<file path="src/rtl/vafd_pkg.sv">
// ----------------------------------------------------------------------------
// vafd_pkg
// Shared types and constants of the vertex attribute fetch and decode block.
// ----------------------------------------------------------------------------
package vafd_pkg;

  localparam int unsigned MaxLanes = 4;

  // component type codes
  localparam logic [2:0] CT_BYTE   = 3'd0;
  localparam logic [2:0] CT_UBYTE  = 3'd1;
  localparam logic [2:0] CT_SHORT  = 3'd2;
  localparam logic [2:0] CT_USHORT = 3'd3;
  localparam logic [2:0] CT_UINT32 = 3'd4;
  localparam logic [2:0] CT_FLOAT  = 3'd5;

  // configuration register indexes
  localparam logic [2:0] REG_COMP_TYPE  = 3'd0;
  localparam logic [2:0] REG_ACC_WIDTH  = 3'd1;
  localparam logic [2:0] REG_WANTED     = 3'd2;
  localparam logic [2:0] REG_NORM       = 3'd3;
  localparam logic [2:0] REG_BASE       = 3'd4;
  localparam logic [2:0] REG_STRIDE     = 3'd5;
  localparam logic [2:0] REG_BUF_BYTES  = 3'd6;
  localparam logic [2:0] REG_ELEM_COUNT = 3'd7;

  localparam logic [31:0] OneBits = 32'h3F80_0000;

  typedef enum logic [2:0] {
    ST_OK        = 3'd0,
    ST_BAD_SHAPE = 3'd1,
    ST_RANGE     = 3'd2,
    ST_BAD_TYPE  = 3'd3,
    ST_OOB       = 3'd4
  } status_e;

  typedef struct packed {
    logic [2:0]  comp_type;
    logic [2:0]  acc_width;
    logic [2:0]  wanted;
    logic        norm;
    logic [31:0] base;
    logic [7:0]  stride;
    logic [31:0] buf_bytes;
    logic [31:0] elem_count;
  } cfg_t;

endpackage

</file>
<file path="src/rtl/vafd_lane.sv">
// ----------------------------------------------------------------------------
// vafd_lane
// One component decoder: integer or normalized integer to float32, other types passed through, two steps.
// ----------------------------------------------------------------------------
module vafd_lane (
  input  logic        clk_i,
  input  logic        en_i,
  input  logic [31:0] raw_i,
  input  logic [2:0]  comp_type_i,
  input  logic        norm_i,
  output logic [31:0] bits_o
);
  import vafd_pkg::*;

  typedef enum logic [1:0] {K_PASS, K_INT, K_NORM, K_ONE} kind_e;

  function automatic logic [5:0] lzc32(input logic [31:0] v);
    logic [5:0] n;
    n = 6'd32;
    for (int i = 0; i < 32; i++) begin
      if (v[i]) n = 6'(31 - i);
    end
    return n;
  endfunction

  kind_e       kind_d, kind_q;
  logic        neg_d, neg_q;
  logic [31:0] mag_d, mag_q;
  logic [4:0]  lz_d, lz_q;
  logic [1:0]  sub_q;
  logic [16:0] div_c;
  logic [5:0]  lz16;
  logic [5:0]  lz32;
  logic [4:0]  pw;

  // first step: sign, magnitude and leading-zero count
  always_comb begin
    neg_d = 1'b0;
    mag_d = raw_i;
    div_c = 17'd255;
    pw    = 5'd8;
    case (comp_type_i)
      CT_BYTE: begin
        neg_d = raw_i[7];
        mag_d = {24'b0, raw_i[7] ? 8'(-raw_i[7:0]) : raw_i[7:0]};
        div_c = 17'd127;
        pw    = 5'd7;
      end
      CT_UBYTE: begin
        mag_d = {24'b0, raw_i[7:0]};
      end
      CT_SHORT: begin
        neg_d = raw_i[15];
        mag_d = {16'b0, raw_i[15] ? 16'(-raw_i[15:0]) : raw_i[15:0]};
        div_c = 17'd32767;
        pw    = 5'd15;
      end
      CT_USHORT: begin
        mag_d = {16'b0, raw_i[15:0]};
        div_c = 17'd65535;
        pw    = 5'd16;
      end
      default: ;
    endcase
    lz16 = lzc32({mag_d[15:0], 16'hFFFF});
    lz32 = lzc32(mag_d);
    if (comp_type_i > CT_UINT32) begin
      kind_d = K_PASS;
      lz_d   = '0;
    end else if (norm_i && comp_type_i != CT_UINT32) begin
      kind_d = (mag_d[16:0] >= div_c) ? K_ONE : K_NORM;
      // leading zeros within the period of the repeated fraction
      lz_d   = 5'(lz16) - (5'd16 - pw);
    end else begin
      kind_d = K_INT;
      lz_d   = lz32[4:0];
    end
  end

  always_ff @(posedge clk_i) begin
    if (en_i) begin
      kind_q <= kind_d;
      neg_q  <= neg_d;
      mag_q  <= mag_d;
      lz_q   <= lz_d;
      sub_q  <= comp_type_i[1:0];
    end
  end

  // second step: normalize, round, pack
  logic [31:0] ishift;
  logic [30:0] ipack;
  logic [63:0] frac, nshift;
  logic [30:0] npack;

  always_comb begin
    ishift = mag_q << lz_q;
    ipack  = {8'(8'd158 - {3'b0, lz_q}), ishift[30:8]}
           + 31'(ishift[7] & ((|ishift[6:0]) | ishift[8]));
    // b/(2^p-1) is b repeated forever, so the tail past the round bit is never zero
    case (sub_q)
      2'd0:    frac = {mag_q[6:0], mag_q[6:0], mag_q[6:0], mag_q[6:0], mag_q[6:0],
                       mag_q[6:0], mag_q[6:0], mag_q[6:0], mag_q[6:0], mag_q[6:6]};
      2'd1:    frac = {8{mag_q[7:0]}};
      2'd2:    frac = {mag_q[14:0], mag_q[14:0], mag_q[14:0], mag_q[14:0],
                       mag_q[14:11]};
      default: frac = {4{mag_q[15:0]}};
    endcase
    nshift = frac << lz_q[3:0];
    npack  = {8'(8'd126 - {3'b0, lz_q}), nshift[62:40]} + 31'(nshift[39]);
    case (kind_q)
      K_PASS:  bits_o = mag_q;
      K_ONE:   bits_o = {neg_q, OneBits[30:0]};
      K_INT:   bits_o = (mag_q == '0) ? '0 : {neg_q, ipack};
      default: bits_o = (mag_q == '0) ? '0 : {neg_q, npack};
    endcase
  end

endmodule

</file>
<file path="src/rtl/vafd_addr.sv">
// ----------------------------------------------------------------------------
// vafd_addr
// Element address and accessor checks, two steps.
// ----------------------------------------------------------------------------
module vafd_addr (
  input  logic                clk_i,
  input  logic                en_i,
  input  vafd_pkg::cfg_t      cfg_i,
  input  logic [31:0]         idx_i,
  output logic [39:0]         addr_o,
  output vafd_pkg::status_e   status_o
);
  import vafd_pkg::*;

  logic [2:0]  csize;
  logic [4:0]  req_d, req_q;
  logic [7:0]  stride;
  logic [39:0] prod_q;
  status_e     st_d, st_q;

  always_comb begin
    csize  = (cfg_i.comp_type < CT_SHORT) ? 3'd1 :
             (cfg_i.comp_type < CT_UINT32) ? 3'd2 : 3'd4;
    req_d  = {2'b0, csize} * {2'b0, cfg_i.acc_width};
    stride = (cfg_i.stride != '0) ? cfg_i.stride : {3'b0, req_d};
    if (cfg_i.acc_width == '0 || cfg_i.acc_width > 3'd4) begin
      st_d = ST_BAD_SHAPE;
    end else if (cfg_i.wanted > cfg_i.acc_width || idx_i >= cfg_i.elem_count) begin
      st_d = ST_RANGE;
    end else if (cfg_i.comp_type > CT_FLOAT) begin
      st_d = ST_BAD_TYPE;
    end else begin
      st_d = ST_OK;
    end
  end

  always_ff @(posedge clk_i) begin
    if (en_i) begin
      prod_q <= idx_i * stride;
      req_q  <= req_d;
      st_q   <= st_d;
    end
  end

  logic [40:0] addr, room;

  always_comb begin
    addr = {9'b0, cfg_i.base} + {1'b0, prod_q};
    room = {9'b0, cfg_i.buf_bytes} - addr;
    if (st_q != ST_OK) begin
      status_o = st_q;
      addr_o   = '0;
    end else begin
      addr_o   = addr[39:0];
      status_o = (addr > {9'b0, cfg_i.buf_bytes} || {36'b0, req_q} > room)
               ? ST_OOB : ST_OK;
    end
  end

endmodule

</file>
<file path="src/rtl/vertex_attribute_fetch_decode_core.sv">
// ----------------------------------------------------------------------------
// vertex_attribute_fetch_decode_core
// Fetch address, checks and float32 decode of one vertex attribute element.
// ----------------------------------------------------------------------------
// channel   signals                             direction
// in        in_valid_i / in_ready_o, payload    request in
// out       out_valid_o / out_ready_i, payload  result out
// cfg       cfg_we_i, cfg_idx_i, cfg_data_i     register write
//
// one pipeline step plus the output register: a request passes the step register,
// then the output register; one request per cycle while the output is not stalled.
// the address multiply and the lane leading-zero counts sit in the first step,
// rounding and bounds compare in front of the output register.
// a stalled output holds the pipeline; ready looks ahead at the output.
// reset loads the register defaults and empties the pipeline.
module vertex_attribute_fetch_decode_core #(
  parameter int unsigned LANES = vafd_pkg::MaxLanes
) (
  input  logic        clk_i,
  input  logic        rst_ni,
  input  logic        cfg_we_i,
  input  logic [2:0]  cfg_idx_i,
  input  logic [31:0] cfg_data_i,
  input  logic        in_valid_i,
  output logic        in_ready_o,
  input  logic [31:0] element_index_i,
  input  logic [63:0] raw_low_i,
  input  logic [63:0] raw_high_i,
  output logic        out_valid_o,
  input  logic        out_ready_i,
  output logic [39:0] byte_address_o,
  output logic [2:0]  status_o,
  output logic [31:0] lane_x_o,
  output logic [31:0] lane_y_o,
  output logic [31:0] lane_z_o,
  output logic [31:0] lane_w_o
);
  import vafd_pkg::*;

  cfg_t cfg_q;

  always_ff @(posedge clk_i or negedge rst_ni) begin
    if (!rst_ni) begin
      cfg_q <= '{comp_type: CT_FLOAT, acc_width: 3'd3, wanted: 3'd3, norm: 1'b0,
                 base: '0, stride: '0, buf_bytes: '0, elem_count: '0};
    end else if (cfg_we_i) begin
      unique case (cfg_idx_i)
        REG_COMP_TYPE:  cfg_q.comp_type  <= cfg_data_i[2:0];
        REG_ACC_WIDTH:  cfg_q.acc_width  <= cfg_data_i[2:0];
        REG_WANTED:     cfg_q.wanted     <= cfg_data_i[2:0];
        REG_NORM:       cfg_q.norm       <= cfg_data_i[0];
        REG_BASE:       cfg_q.base       <= cfg_data_i;
        REG_STRIDE:     cfg_q.stride     <= cfg_data_i[7:0];
        REG_BUF_BYTES:  cfg_q.buf_bytes  <= cfg_data_i;
        REG_ELEM_COUNT: cfg_q.elem_count <= cfg_data_i;
        default: ;
      endcase
    end
  end

  logic s1_v_q, out_v_q, adv1, adv2, accept;

  assign adv2       = !out_v_q || out_ready_i;
  assign adv1       = !s1_v_q || adv2;
  assign in_ready_o = adv1;
  assign accept     = in_valid_i && adv1;

  always_ff @(posedge clk_i or negedge rst_ni) begin
    if (!rst_ni) begin
      s1_v_q  <= 1'b0;
      out_v_q <= 1'b0;
    end else begin
      if (adv1) s1_v_q  <= in_valid_i;
      if (adv2) out_v_q <= s1_v_q;
    end
  end

  // lane slicing of the raw bytes by component size
  logic [127:0] raw;
  logic [31:0]  lane_raw  [MaxLanes];
  logic [31:0]  lane_bits [MaxLanes];
  logic [MaxLanes-1:0] lane_en;

  assign raw = {raw_high_i, raw_low_i};

  for (genvar g = 0; g < MaxLanes; g++) begin : g_lane
    always_comb begin
      if (cfg_q.comp_type < CT_SHORT) begin
        lane_raw[g] = {24'b0, raw[8*g +: 8]};
      end else if (cfg_q.comp_type < CT_UINT32) begin
        lane_raw[g] = {16'b0, raw[16*g +: 16]};
      end else begin
        lane_raw[g] = raw[32*g +: 32];
      end
    end
    if (g < LANES) begin : g_on
      vafd_lane u_lane (
        .clk_i       (clk_i),
        .en_i        (accept),
        .raw_i       (lane_raw[g]),
        .comp_type_i (cfg_q.comp_type),
        .norm_i      (cfg_q.norm),
        .bits_o      (lane_bits[g])
      );
      assign lane_en[g] = (3'(g) < cfg_q.wanted);
    end else begin : g_off
      assign lane_bits[g] = '0;
      assign lane_en[g]   = 1'b0;
    end
  end

  logic [39:0] addr;
  status_e     status;

  vafd_addr u_addr (
    .clk_i    (clk_i),
    .en_i     (accept),
    .cfg_i    (cfg_q),
    .idx_i    (element_index_i),
    .addr_o   (addr),
    .status_o (status)
  );

  // merge: checks gate the lanes, absent lanes take defaults
  logic [31:0] lane_d [MaxLanes];

  always_comb begin
    for (int i = 0; i < MaxLanes; i++) begin
      if (status == ST_OK && lane_en[i]) begin
        lane_d[i] = lane_bits[i];
      end else begin
        lane_d[i] = (i == MaxLanes - 1) ? OneBits : '0;
      end
    end
  end

  always_ff @(posedge clk_i) begin
    if (adv2 && s1_v_q) begin
      byte_address_o <= addr;
      status_o       <= status;
      lane_x_o       <= lane_d[0];
      lane_y_o       <= lane_d[1];
      lane_z_o       <= lane_d[2];
      lane_w_o       <= lane_d[3];
    end
  end

  assign out_valid_o = out_v_q;

`ifndef SYNTHESIS
  a_err_lanes : assert property (@(posedge clk_i) disable iff (!rst_ni)
    (out_valid_o && status_o != ST_OK) |-> (lane_w_o == OneBits && lane_x_o == '0))
    else $error("error result carries decoded lanes");

  a_err_addr : assert property (@(posedge clk_i) disable iff (!rst_ni)
    (out_valid_o && (status_o == ST_BAD_SHAPE || status_o == ST_RANGE ||
     status_o == ST_BAD_TYPE)) |-> (byte_address_o == '0))
    else $error("check failure with nonzero address");

  a_s1_hold : assert property (@(posedge clk_i) disable iff (!rst_ni)
    (s1_v_q && !adv2) |=> s1_v_q)
    else $error("pipeline step dropped a request under stall");

  a_no_accept_full : assert property (@(posedge clk_i) disable iff (!rst_ni)
    (s1_v_q && out_v_q && !out_ready_i) |-> !in_ready_o)
    else $error("request taken while pipeline is full");
`endif

endmodule

</file>
<file path="config.mk">
export PLATFORM = sky130hd
export DESIGN_NAME = vertex_attribute_fetch_decode_core
export DESIGN_NICKNAME = d
export VERILOG_FILES = /design/src/rtl/vafd_pkg.sv /design/src/rtl/vafd_lane.sv /design/src/rtl/vafd_addr.sv /design/src/rtl/vertex_attribute_fetch_decode_core.sv
export SDC_FILE = /design/constraint.sdc
export NUM_CORES = 2
export LEC_CHECK = 0
export BUFFER_PORTS_ARGS = -buffer_cell sky130_fd_sc_hd__buf_2
export CAP_MARGIN = 0
export CORE_MARGIN = 1
export CORE_UTILIZATION = 55
export CTS_CLUSTER_DIAMETER = 40
export DETAILED_ROUTE_END_ITERATION = 10
export GPL_TIMING_DRIVEN = 0
export PLACE_DENSITY = 0.77
export RECOVER_POWER = 100
export SETUP_SLACK_MARGIN = 0.5
export SLEW_MARGIN = 25
export SYNTH_ARGS = -nofsm -noshare
export SYNTH_HDL_FRONTEND = slang
export SYNTH_HIERARCHICAL = 1
export SYNTH_SLANG_ARGS = --single-unit
</file>
<file path="constraint.sdc">
create_clock -name clk_i -period 9.55 [get_ports clk_i]
set_input_delay 0.4775 -clock clk_i [delete_from_list [all_inputs] [get_ports clk_i]]
set_output_delay 0.4775 -clock clk_i [all_outputs]
set_load 0.02 [all_outputs]
</file>
; Word-level counts from Yosys, hierarchy flattened
; Cells that the tools add are included.
[totals]
register_bits = 497
latch_bits = 0
ram_bits = 0
romBits = 0
inputBits = 200
elab_cells = 425
memories = 0
[classes]
n_addsub = 31
multipliers = 2
div_mod_pow = 0
n_lt_le_gt_ge = 17
n_eq_ne = 21
shift = 8
muxes = 253
bitwise_logic = 9
n_reduce_logical = 43
[op_table]
columns = op, n
row1 = 5-bit two-way mux, 196
row2 = 64-bit one-hot mux with 3 select lines, 4
row3 = 32-bit two-way mux, 16
row4 = 32-bit one-hot mux with 4 select lines, 4
row5 = 32-bit one-hot mux with 3 select lines, 4
row6 = 64-bit by 4-bit left shift with 63-bit output, 4
row7 = 32-bit zero test, 4
row8 = 32-bit by 5-bit left shift with 31-bit output, 4
row9 = 31-bit by 1-bit adder with 31-bit output, 4
row10 = 31-bit adder, 4
row11 = 1-bit by 31-bit bitwise AND with 31-bit output, 4
row12 = 16-bit two-way mux, 4
row13 = 16-bit negator, 4
row14 = 17-bit greater-or-equal comparator, 3
row15 = 16-bit one-hot mux with 3 select lines, 1
row16 = 32-bit by 40-bit adder with 41-bit output, 1
row17 = 41-bit by 32-bit > comparator with 1-bit output, 1
row18 = 5-bit by 41-bit > comparator with 1-bit output, 1
row19 = 32-bit by 41-bit subtractor with 41-bit output, 1
row20 = 32-bit by 8-bit multiplier with 40-bit output, 1
row21 = 8-bit two-way mux, 5
row22 = 32-bit greater-or-equal comparator, 1
row23 = 8-bit negator, 4
row24 = "7-bit by 5-bit subtractor with 8-bit output, first input constant", 4
row25 = 34 further kinds, 105

; Depth between registers and ports, before layout
[depth]
depth_word = 39
ltp_mapped = 33

; Cells and area by module
; The synthesis kept the hierarchy.
[modules_own_cells]
columns = mod, instances, cells_per_inst, area_per_inst_um2, seq_area_each_um2
row1 = vafd_addr, 1, 1784, 14597.8, 1411.4
row2 = vertex_attribute_fetch_decode_core, 1, 776, 12034.0, 8045.2
row3 = vafd_lane at g_lane[1].g_on.u_lane, 1, 1185, 9974.6, 1261.2
row4 = vafd_lane at g_lane[0].g_on.u_lane, 1, 1246, 9706.8, 1261.2
row5 = vafd_lane at g_lane[2].g_on.u_lane, 1, 1196, 9620.5, 1261.2
row6 = vafd_lane at g_lane[3].g_on.u_lane, 1, 1125, 9356.5, 1261.2

; Worst setup path after synthesis
; OpenSTA, ideal clock, no wires.
[synth_timing]
path_type = register -> register
from = reg cfg_q[113] (netlist bit)
to = reg u_addr.prod_q[39], data pin
arrival_ns = 7.170
setup_slack_ns = 2.121
stages_incl_launch_ff = 29
synth_period_minus_slack_ns = 7.429
path_cell_list = dfstp_2 clkbuf_1 nand2_1 fa_1 inv_1 ha_1 xor2_1 xnor2_1 a21o_1 clkbuf_1 and2_1 fa_1 fa_1 fa_1 inv_1 fa_1 inv_1 ha_1 a21o_1 a21o_1 or3_1 o211ai_1 a31oi_1 o221ai_1 o221ai_1 or3_1 a31o_2 a21oi_1 xnor2_1
[synth_via]
elab_chain_cells = 6
elab_cells_between_ends = 7
cone_classes = 2 x mul / 2 x order compare / 3 x mux
[synth_rtl]
columns = element, line
row1 = from (decl), vertex_attribute_fetch_decode_core.sv:40  ; cfg_t cfg_q;
row2 = from (signal assigned), vertex_attribute_fetch_decode_core.sv:44  ; cfg_q <= '{comp_type: CT_FLOAT, acc_width: 3'd3, wanted: 3'd3, norm: 1'b0,
row3 = 3-bit less-than comparator, vafd_addr.sv:23  ; (cfg_i.comp_type < CT_UINT32) ? 3'd2 : 3'd4;
row4 = 3-bit two-way mux, vafd_addr.sv:23
row5 = 3-bit two-way mux *, vafd_addr.sv:22  ; csize = (cfg_i.comp_type < CT_SHORT) ? 3'd1 :
row6 = 3-bit by 3-bit multiplier with 5-bit output *, vafd_addr.sv:24  ; req_d = {2'b0, csize} * {2'b0, cfg_i.acc_width};
row7 = net u_addr.req_d[3], vafd_addr.sv:16  ; logic [4:0] req_d, req_q;
row8 = 8-bit two-way mux *, vafd_addr.sv:25  ; stride = (cfg_i.stride != '0) ? cfg_i.stride : {3'b0, req_d};
row9 = 32-bit by 8-bit multiplier with 40-bit output *, vafd_addr.sv:39  ; prod_q <= idx_i * stride;
row10 = to (signal assigned), vafd_addr.sv:39
row11 = to (decl), vafd_addr.sv:18  ; logic [39:0] prod_q;
; Mark *: on every way through the listed nets, which the timed path passes. The rest lies on a longest branch.
; A chain may end at the register's enable or synchronous reset.

; Worst setup path in the final report
; Ends and elaborated chain as after synthesis.

==> load_flow_metrics.sql <==
INSERT INTO impl_metrics (metric_group, metric, value, unit) VALUES
('clock_tree', 'clk_latency', '700', 'ps'),
('critical_path', 'worst_ep_required_time', '9960', 'ps'),
('timing', 'relSlewSlack', '-153', '%'),
('die', 'boundaryPins', '373', ''),
('die', 'die_y', '347', 'um'),
('cells_and_area', 'post_layout_nonfiller_instances', '9387', ''),
('placement', 'buffer_ports.inserted', '367', ''),
('logic_synthesis', 'number_of_synthesis_warnings', '6', ''),
('critical_path', 'critical_path_buffers_and_inverters', '5', ''),
('logic_synthesis', 'synth.top_cell.area_share', '17.8', '%'),
('logic_synthesis', 'synth_cells', '7312', ''),
('global_route', 'grt_pass1_wl', '410', 'mm'),
('power_and_ir_drop', 'leakage', '28.0', 'nW'),
('route', 'drt_pre_antenna_iters', '11', ''),
('global_route', 'grt_antenna_before_repair', '53', ''),
('critical_path', 'worstReg2RegStart', 'cfg_q[113]', ''),
('critical_path', 'worst_ep_arrival_time', '9520', 'ps'),
('timing', 'final_hold_viol_count', '0', ''),
('critical_path', 'critical-path-top-delay-family', 'adder cells', ''),
('route', 'postRouteAntennaNets', '0', ''),
('logic_synthesis', 'synthesis.area', '65300', 'um^2'),
('timing', 'slew_viol_final', '527', ''),
('timing', 'totalNegativeSetupSlack', '0', 'ps'),
('critical_path', 'worst-setup-path-type', 'reg -> reg', ''),
('critical_path', 'r2r_setup_slack', '440', 'ps'),
('logic_synthesis', 'avgSynthCellArea', '8.93', 'um^2'),
('die', 'rows', '126', ''),
('logic_synthesis', 'post_synth_num_cell_types', '130', ''),
('logic_synthesis', 'yosys-top-cells-count', 'nand2_1, nor2_1, inv_1', ''),
('timing', 'clock_skew', '40.6', 'ps'),
('timing', 'rsz_0062_raised_after_global_routing', 'no', ''),
('critical_path', 'end_kind', 'flip-flop', ''),
('critical_path', 'rr_worst_depth', '28', ''),
('cells_and_area', 'multi_input_comb_area', '46300', 'um^2'),
('clock_tree', 'cts-buffers-inserted', '79', ''),
('logic_synthesis', 'synth_sequential_area_ratio', '22.2', '%'),
('run_status', 'outcome', 'finished, violations left', ''),
('clock_tree', 'clockBufferDepth', '3', ''),
('cells_and_area', 'drive_gt1_share', '13.9', '%'),
('cells_and_area', 'layout.area.seq', '14500', 'um^2'),
('global_route', 'grt-ovfl-total', '0', ''),
('die', 'die_width', '347', 'um'),
('timing', 'clock.fmax', '110', 'MHz'),
('clock_tree', 'tritoncts', 'done', ''),
('logic_synthesis', 'synth_top_flop_cell', 'edfxtp_1', ''),
('min_path', 'timing.hold.worst.start', 'cfg_data_i[14]', ''),
('cells_and_area', 'finalNetCount', '8390', ''),
('timing', 'worst-slew-pin-transition', '3790', 'ps'),
('timing', 'finalSetupViolCount', '0', ''),
('clock_tree', 'h-tree-depth', '3', ''),
('flow_run', 'drv_cap', '12', ''),
('timing', 'final_min_period_over_clock_period', '95.4', '%'),
('critical_path', 'crit_slowest_cell', 'dfstp_4', ''),
('placement', 'place_congestion', '1.09', ''),
('placement', 'dp.final_hpwl', '222', 'mm'),
('global_route', 'first_global_vias', '63890', ''),
('die', 'initial_util', '55.4', '%'),
('die', 'die_area', '120000', 'um^2'),
('logic_synthesis', 'post-synth-top-area-cell', 'edfxtp_1', ''),
('route', 'dr.first_iter.drc_count', '9130', ''),
('critical_path', 'crit_path_max_fanout', '18', ''),
('cells_and_area', 'fillers', '10403', ''),
('min_path', 'min_delay_path_depth', '2', ''),
('route', 'avgViaCountPerCell', '7.12', ''),
('die', 'core-area', '118000', 'um^2'),
('route', 'drc', '4', ''),
('route', 'detail_route.wirelength', '281', 'mm'),
('run_status', 'violations_in_the_final_reports', 'design-rule violations, max-capacitance violations, max-slew violations', ''),
('min_path', 'min_path_type', 'in -> reg', ''),
('clock_tree', 'clk_pin_slew_worst_paths', '60', 'ps'),
('logic_synthesis', 'synth_edf_count', '386', '');
[layer usage]
layer | share of wire, % | track usage [%]
met1 | 36 | 55.8
met2 | 43 | 67.6
met3 | 14 | 15.9
met4 | 7.2 | 27.4
met5 | 0.14 | 0
[stage by stage]
| step | worst slack [ps] | area (um^2) | hold slack (ps) | total power [W] | util [%] |
|---|---|---|---|---|---|
| after floorplan | 2120 | 65300 | 182 | 0.0162 | - |
| after global placement | 145 | 69000 | 456 | 0.0210 | 58.6 |
| after detailed placement | 382 | 69300 | 411 | 0.0213 | 58.8 |
| after CTS | 572 | 72000 | 40.4 | 0.0244 | 61.1 |
| after global routing | 254 | 71400 | 56.6 | 0.0263 | 60.5 |
| final | 436 | 71400 | 62.8 | 0.0251 | 60.5 |
[logic make-up (layout without fill, tap and decap cells)]
group | Yosys count | after routing | share of synthesized area, %
AND/OR/NAND/NOR | 2631 | 2631 | 21.2
AO/OA/AOI/OAI | 1751 | 1751 | 18.5
buffers and inverters | 977 | 1503 | 6.56
multiplexers | 769 | 769 | 17.9
flip-flops | 502 | 502 | 22.2
adder cells (fa/ha/maj) | 417 | 417 | 10.1
XOR/XNOR | 265 | 265 | 3.55
other | 0 | 13 | 0
[layout by cell type (no fill, tap or decap), types with 187 or more instances in the layout]
| cell | n |
|---|---|
| ha_1 | 230 |
| mux4_2 | 283 |
| a21oi_1 | 359 |
| buf_2 | 305 |
| nand2_1 | 650 |
| o21ai_0 | 323 |
| mux2i_1 | 281 |
| clkbuf_1 | 515 |
| nor2_1 | 550 |
| inv_1 | 407 |
| and2_1 | 223 |
| fa_1 | 187 |
| edfxtp_1 | 386 |
[state kept, by name, summed over array words and instances (netlist names), 2 cells and up]
name,cells
u_addr/st_q,2
g_lane.g_on.u_lane/neg_q,4
byte_address_o,40
g_lane.g_on.u_lane/mag_q,128
u_addr/prod_q,40
u_addr/req_q,5
g_lane.g_on.u_lane/kind_q,8
lane_z_o,32
g_lane.g_on.u_lane/lz_q,20
g_lane.g_on.u_lane/sub_q,8
status_o,3
lane_y_o,32
cfg_q,114
lane_x_o,32
lane_w_o,32
[worst register-to-register path, delay by kind of cell (launching register included)]
| kind | cells | cell delay, ps |
|---|---|---|
| XOR/XNOR | 3 | 540 |
| AND/OR/NAND/NOR | 4 | 1080 |
| flip-flops | 1 | 750 |
| buffers and inverters | 5 | 970 |
| adder cells (fa/ha/maj) | 7 | 3070 |
| AO/OA/AOI/OAI | 9 | 2410 |
[what timing repair did]
action,CTS,global route
hold buffers,2,0
buffers inserted,0,1
resized for setup,3,11
pin swaps,0,1
setup endpoints to repair,2,101
hold endpoints to repair,49,0
[worst max path at each step]
stage / start / endpoint / slack [ps] / depth (start not counted)
final: cfg_q[113] / u_addr/prod_q[39] / 440 / 28
after global routing: u_addr/prod_q[0] / lane_z_o[11] / 250 / 33
after CTS: cfg_q[113] / u_addr/prod_q[39] / 570 / 28
after detailed placement: cfg_q[113] / u_addr/prod_q[39] / 380 / 28
after global placement: cfg_q[112] / u_addr/prod_q[39] / 140 / 27
after floorplan: cfg_q[113] / u_addr/prod_q[39] / 2120 / 28
[final cells by class]
| type | instances | share of cell area (%) |
|---|---|---|
| sequential | 502 | 20.3 |
| tap | 1536 | 2.69 |
| clock buffer | 90 | 2.87 |
| inverter | 421 | 2.21 |
| timing repair buffer | 380 | 2.37 |
| clock inverter | 56 | 0.852 |
| multi-input combinational | 5833 | 64.9 |
| buffer | 556 | 3.74 |
| antenna | 13 | 0.0456 |
[power by group]
part | internal, W | leakage [nW] | switching (W) | total [W]
clock network | 0.00168 | 1.27 | 0.00121 | 0.00289
registers | 0.00315 | 5.18 | 0.000429 | 0.00358
logic | 0.00683 | 21.6 | 0.0117 | 0.0186
Power figures use the tool's default switching activity.
